## config.mk

```make
export PLATFORM = sky130hd
export DESIGN_NAME = pra_ram
export DESIGN_NICKNAME = d
export VERILOG_FILES = /design/src/rtl/core/pra_ram.sv
export SDC_FILE = /design/constraint.sdc
export NUM_CORES = 1
export LEC_CHECK = 0
export ABC_AREA = 1
export BUFFER_PORTS_ARGS = -buffer_cell sky130_fd_sc_hd__buf_2
export CORE_ASPECT_RATIO = 1.75
export CORE_MARGIN = 2
export CORE_UTILIZATION = 43
export CTS_CLUSTER_SIZE = 40
export DETAILED_ROUTE_END_ITERATION = 10
export SYNTH_ARGS = -nofsm -noshare
export SYNTH_HDL_FRONTEND = slang
export SYNTH_SLANG_ARGS = --single-unit
```

## constraint.sdc

```tcl
create_clock -name clk -period 1.15 [get_ports clk]
set_clock_uncertainty 0.2 [all_clocks]
set_input_delay 0.0575 -clock clk [delete_from_list [all_inputs] [get_ports clk]]
set_output_delay 0.0575 -clock clk [all_outputs]
set_load 0.02 [all_outputs]
```

## src/rtl/core/pra_ram.sv

```systemverilog
// ----------------------------------------------------------------------------
// pra_ram
// Simple dual-port RAM: one write port, one read port with registered data.
// ----------------------------------------------------------------------------
module pra_ram #(
    parameter int WIDTH = 8,
    parameter int DEPTH = 16,
    localparam int AW   = $clog2(DEPTH)
) (
    input  logic             clk,
    input  logic             wr_en,
    input  logic [AW-1:0]    wr_addr,
    input  logic [WIDTH-1:0] wr_data,
    input  logic             rd_en,
    input  logic [AW-1:0]    rd_addr,
    output logic [WIDTH-1:0] rd_data
);

    logic [WIDTH-1:0] mem [DEPTH];
    logic [WIDTH-1:0] rd_data_reg;

    always_ff @(posedge clk)
    begin
        if (wr_en)
        begin
            mem[wr_addr] <= wr_data;
        end
        if (rd_en)
        begin
            rd_data_reg <= mem[rd_addr];
        end
    end

    assign rd_data = rd_data_reg;

endmodule
```

# Yosys cells after proc, flatten, opt, wreduce, memory -nomap -nowiden
# Memory sizes are Yosys's and may differ from the RTL's. A register that Yosys moved wholly into a read port is not among the register bits.
# Cells that the tools add are included.
[op_classes]
n_mux = 2
[op_table]
columns = ["cell", "count"]
rows = [
  ["$mux W1", 2],
]
[totals]
reg_bits = 0
n_memories = 1
out_inout_bits = 8
mem_bits_rw = 128
input_bits = 19
[mem_list]
columns = ["memory", "words", "width", "read_ports", "rd_ports_with_merged_regs", "wr", "line_no", "text"]
rows = [
  ["mem", 16, 8, 1, 1, 1, "19", "logic [WIDTH-1:0] mem [DEPTH];"],
]

# Longest topological paths before layout
[depth]
depth_word = 2
mapped_depth = 8
ltp_nobuf = 7

# Worst setup path after synthesis
# OpenSTA, ideal clock, no wires.
[synth_timing]
path_kind = "input -> register"
startpoint = "input port wr_addr[3]"
endpoint = "memory mem[4][0] (enable)"
t_arrival_ns = 0.638
path_stages = 2
path_slack_ns = -0.058
n_path_buf = 0
path_cell_list = "nand3b_1 > nor2_1"
[synth_rtl]
columns = ["item", "line_no", "text"]
rows = [
  ["start, declared", "12", "input logic [AW-1:0] wr_addr,"],
  ["end, declared", "19", ""],
]
# No word-level cell before the write port.

==> key figures <==
Status
  • Status: finished, violations left
  • Failing checks: negative setup slack

Timing
  • Period Utilization, post-route: 114%
  • Final setup violating endpoints: 16
  • Max Slew Vio Count: 0
  • Post-layout min period: 1.31 ns
  • RSZ-0062 raised after global routing: true
  • Max_slew headroom: 70.6%
  • Final worst slack: -0.159 ns
  • Final setup TNS: -1.46 ns
  • Final Hold Viols: 0
  • Maximum clock frequency: 764 MHz
  • Worst-Margin Slew: 0.440 ns

Critical path
  • Worst EP required: 1.13 ns
  • Crit Path Class: reg -> reg
  • CP Launch Type: flop
  • Crit path DAT: 1.29 ns
  • CP Capture Type: flop
  • Crit path max fanout: 1
  • FF-to-FF path depth: 6
  • Worst reg2reg setup slack: -0.16 ns

Route
  • Antenna Violating Nets Remaining: 0
  • Vias per inst: 4.99
  • Metal3 WL: 621 um
  • DR WL/cell: 17.8 um
  • Drc violations: 0
  • Met1 wire length: 5270 um
  • Top routing layer in use: met4
  • Metal2 WL: 7970 um
  • Via count: 4,010
  • Initial DRC Count: 242
  • DRT Wirelength: 14,300 um
  • Detailed Routing Iterations Pass 1: 5

Pwr
  • Peak supply drop: 0.945 mV
  • P_leak: 0.00317 uW
  • Power Density: 1610 mW/mm^2

Global routing
  • GR Overflow Total: 0
  • Aggregate global-route resource usage: 20.7%
  • Antenna violations before repair: 0
  • Vias in the first global route: 3,951
  • Largest net degree at the start of global routing: 35
  • First-pass GRT wire length: 21,600 um

Cells and area
  • Max FFs per register: 128
  • Syn-to-layout area delta: 26.7%
  • Post-Layout Cell Count: 803
  • Antenna diodes: 0
  • Final nets: 635
  • Layout cells sized above 1: 24.8%
  • Final non-filler cell area: 0.00741 mm^2

Clock tree
  • CTS H-tree lvls: 4
  • Root Buffer: clkbuf_16
  • CTS clk-pin slew, worst paths: 0.06 ns
  • CTS Buf Count: 17
  • Skew-Pair Late Insertion Delay: 0.42 ns
  • CTS tree: yes
  • CTS sink count: 136
  • CTS Buffer Depth: 2

Floorplan
  • # IOs: 27
  • Initial core utilization: 43.9%
  • Die area: 0.0146 mm^2
  • Die X: 92.1 um
  • Core area: 0.0133 mm^2
  • Number of core rows: 56
  • Die height: 158 um

Logic synthesis
  • Avg Inst Size Synth: 10.6 um^2
  • Main synth FF type: edfxtp_1
  • Yosys reg bits: 136
  • Count leader, synth: nand2_1
  • Gate count of the mapped netlist: 551
  • Async set-reset flop share out of synthesis: 0%
  • Synth Warn #: 0
  • Syn Nets: 570
  • Yosys top cell by area: edfxtp_1
  • Seq/Total Area, Yosys: 69.8%
  • Top post-synthesis cells by area: edfxtp_1 (70%), nand2_1 (11%), nand3_1 (8.3%), inv_1 (6.4%), buf_6 (1.2%)
  • Netlist cell types: 11
  • Netlist Area Pre-Place: 0.00585 mm^2
  • Synth cell count leaders: nand2_1 (173), edfxtp_1 (136), inv_1 (100)
  • Share of the synthesized area in the top cell type: 69.8%
  • Post-synth EDFFs: 136

Place
  • Placed instance area: 0.00638 mm^2
  • HPWL after detailed placement: 9180 um
  • DP Cell Count: 760
  • Final Wtd Congestion: 0.835
  • Input/output buffers: 26

Run
  • Max cap viols: 0

Hold path
  • Hold Path Cell Cnt: 5
  • Hold crit path type: in -> reg
-- report_power, final --
part / leakage (uW) / switching (uW) / internal, uW
clock network: 0.000279 / 1990 / 3380
logic: 0.00166 / 594 / 323
registers: 0.00124 / 34.5 / 5590
-- worst paths after layout --
kind	from	to
min reg2reg	mem[14][7]$_DFFE_PP_	rd_data[7]$_DFFE_PP_
min	rd_addr[2]	rd_data[3]$_DFFE_PP_
max reg2reg	mem[8][3]$_DFFE_PP_	rd_data[3]$_DFFE_PP_
max	mem[8][3]$_DFFE_PP_	rd_data[3]$_DFFE_PP_
-- cells in the final DEF (no fill, tap or decap), drive strengths merged --
master	instances
nor2	17
clkbuf	18
edfxtp	136
dlygate4sd3	11
bufinv	3
clkinvlp	3
buf	59
nand3	97
nand2	173
clkinv	7
nand3b	2
inv	103
-- cell families after synthesis --
family                 after synthesis  share of synthesized area, %
DFF                                136                          69.8
and+or+nand+nor                    289                          20.8
buffers and inverters              126                          9.39
-- worst max-delay path, stage by stage (launching register included) --
cell and delay (ns):
edfxtp_1 0.39, inv_1 0.09, nand2_1 0.06, nand3_1 0.11
nand3_2 0.11, nand3_2 0.08, nand2_1 0.04
-- final cells by class --
type	count	area, um^2
Multi-Input combinational cell	289	1520
Sequential cell	136	4080
Timing Repair Buffer	70	619
Clock inverter	14	156
Clock buffer	18	429
Inverter	102	383
Fill cell	1135	5910
Tap cell	174	218
-- per-stage QoR --
step	setup WS [ns]	util (%)	total power, uW	hold WS, ns
2_1_floorplan	-0.0583	-	6140	-0.0436
3_3_place_gp	-0.341	47.9	6480	0.228
3_5_place_dp	-0.361	47.9	6490	0.225
4_1_cts	-0.123	54.5	11900	0.0675
5_1_grt	-0.197	55.6	12200	0.0836
6_report	-0.159	55.6	11900	0.0770
-- layer usage --
metal  vias up  global-route usage (%)
met5         -                       0
met4         0                    9.52
met3        29                    4.16
met2       131                    39.3
met1      1939                    21.8
li1       1911                       -
-- timing repair --
action                                 in CTS  in global routing
setup buffers                               0                  0
endpoints found under the hold margin     144                  0
pin swaps                                  13                 15
hold buffers                               11                  0
resized for setup                          42                 36
cloned                                      0                  0
setup endpoints to repair                  16                 16
(Power assumes the default switching activity.)
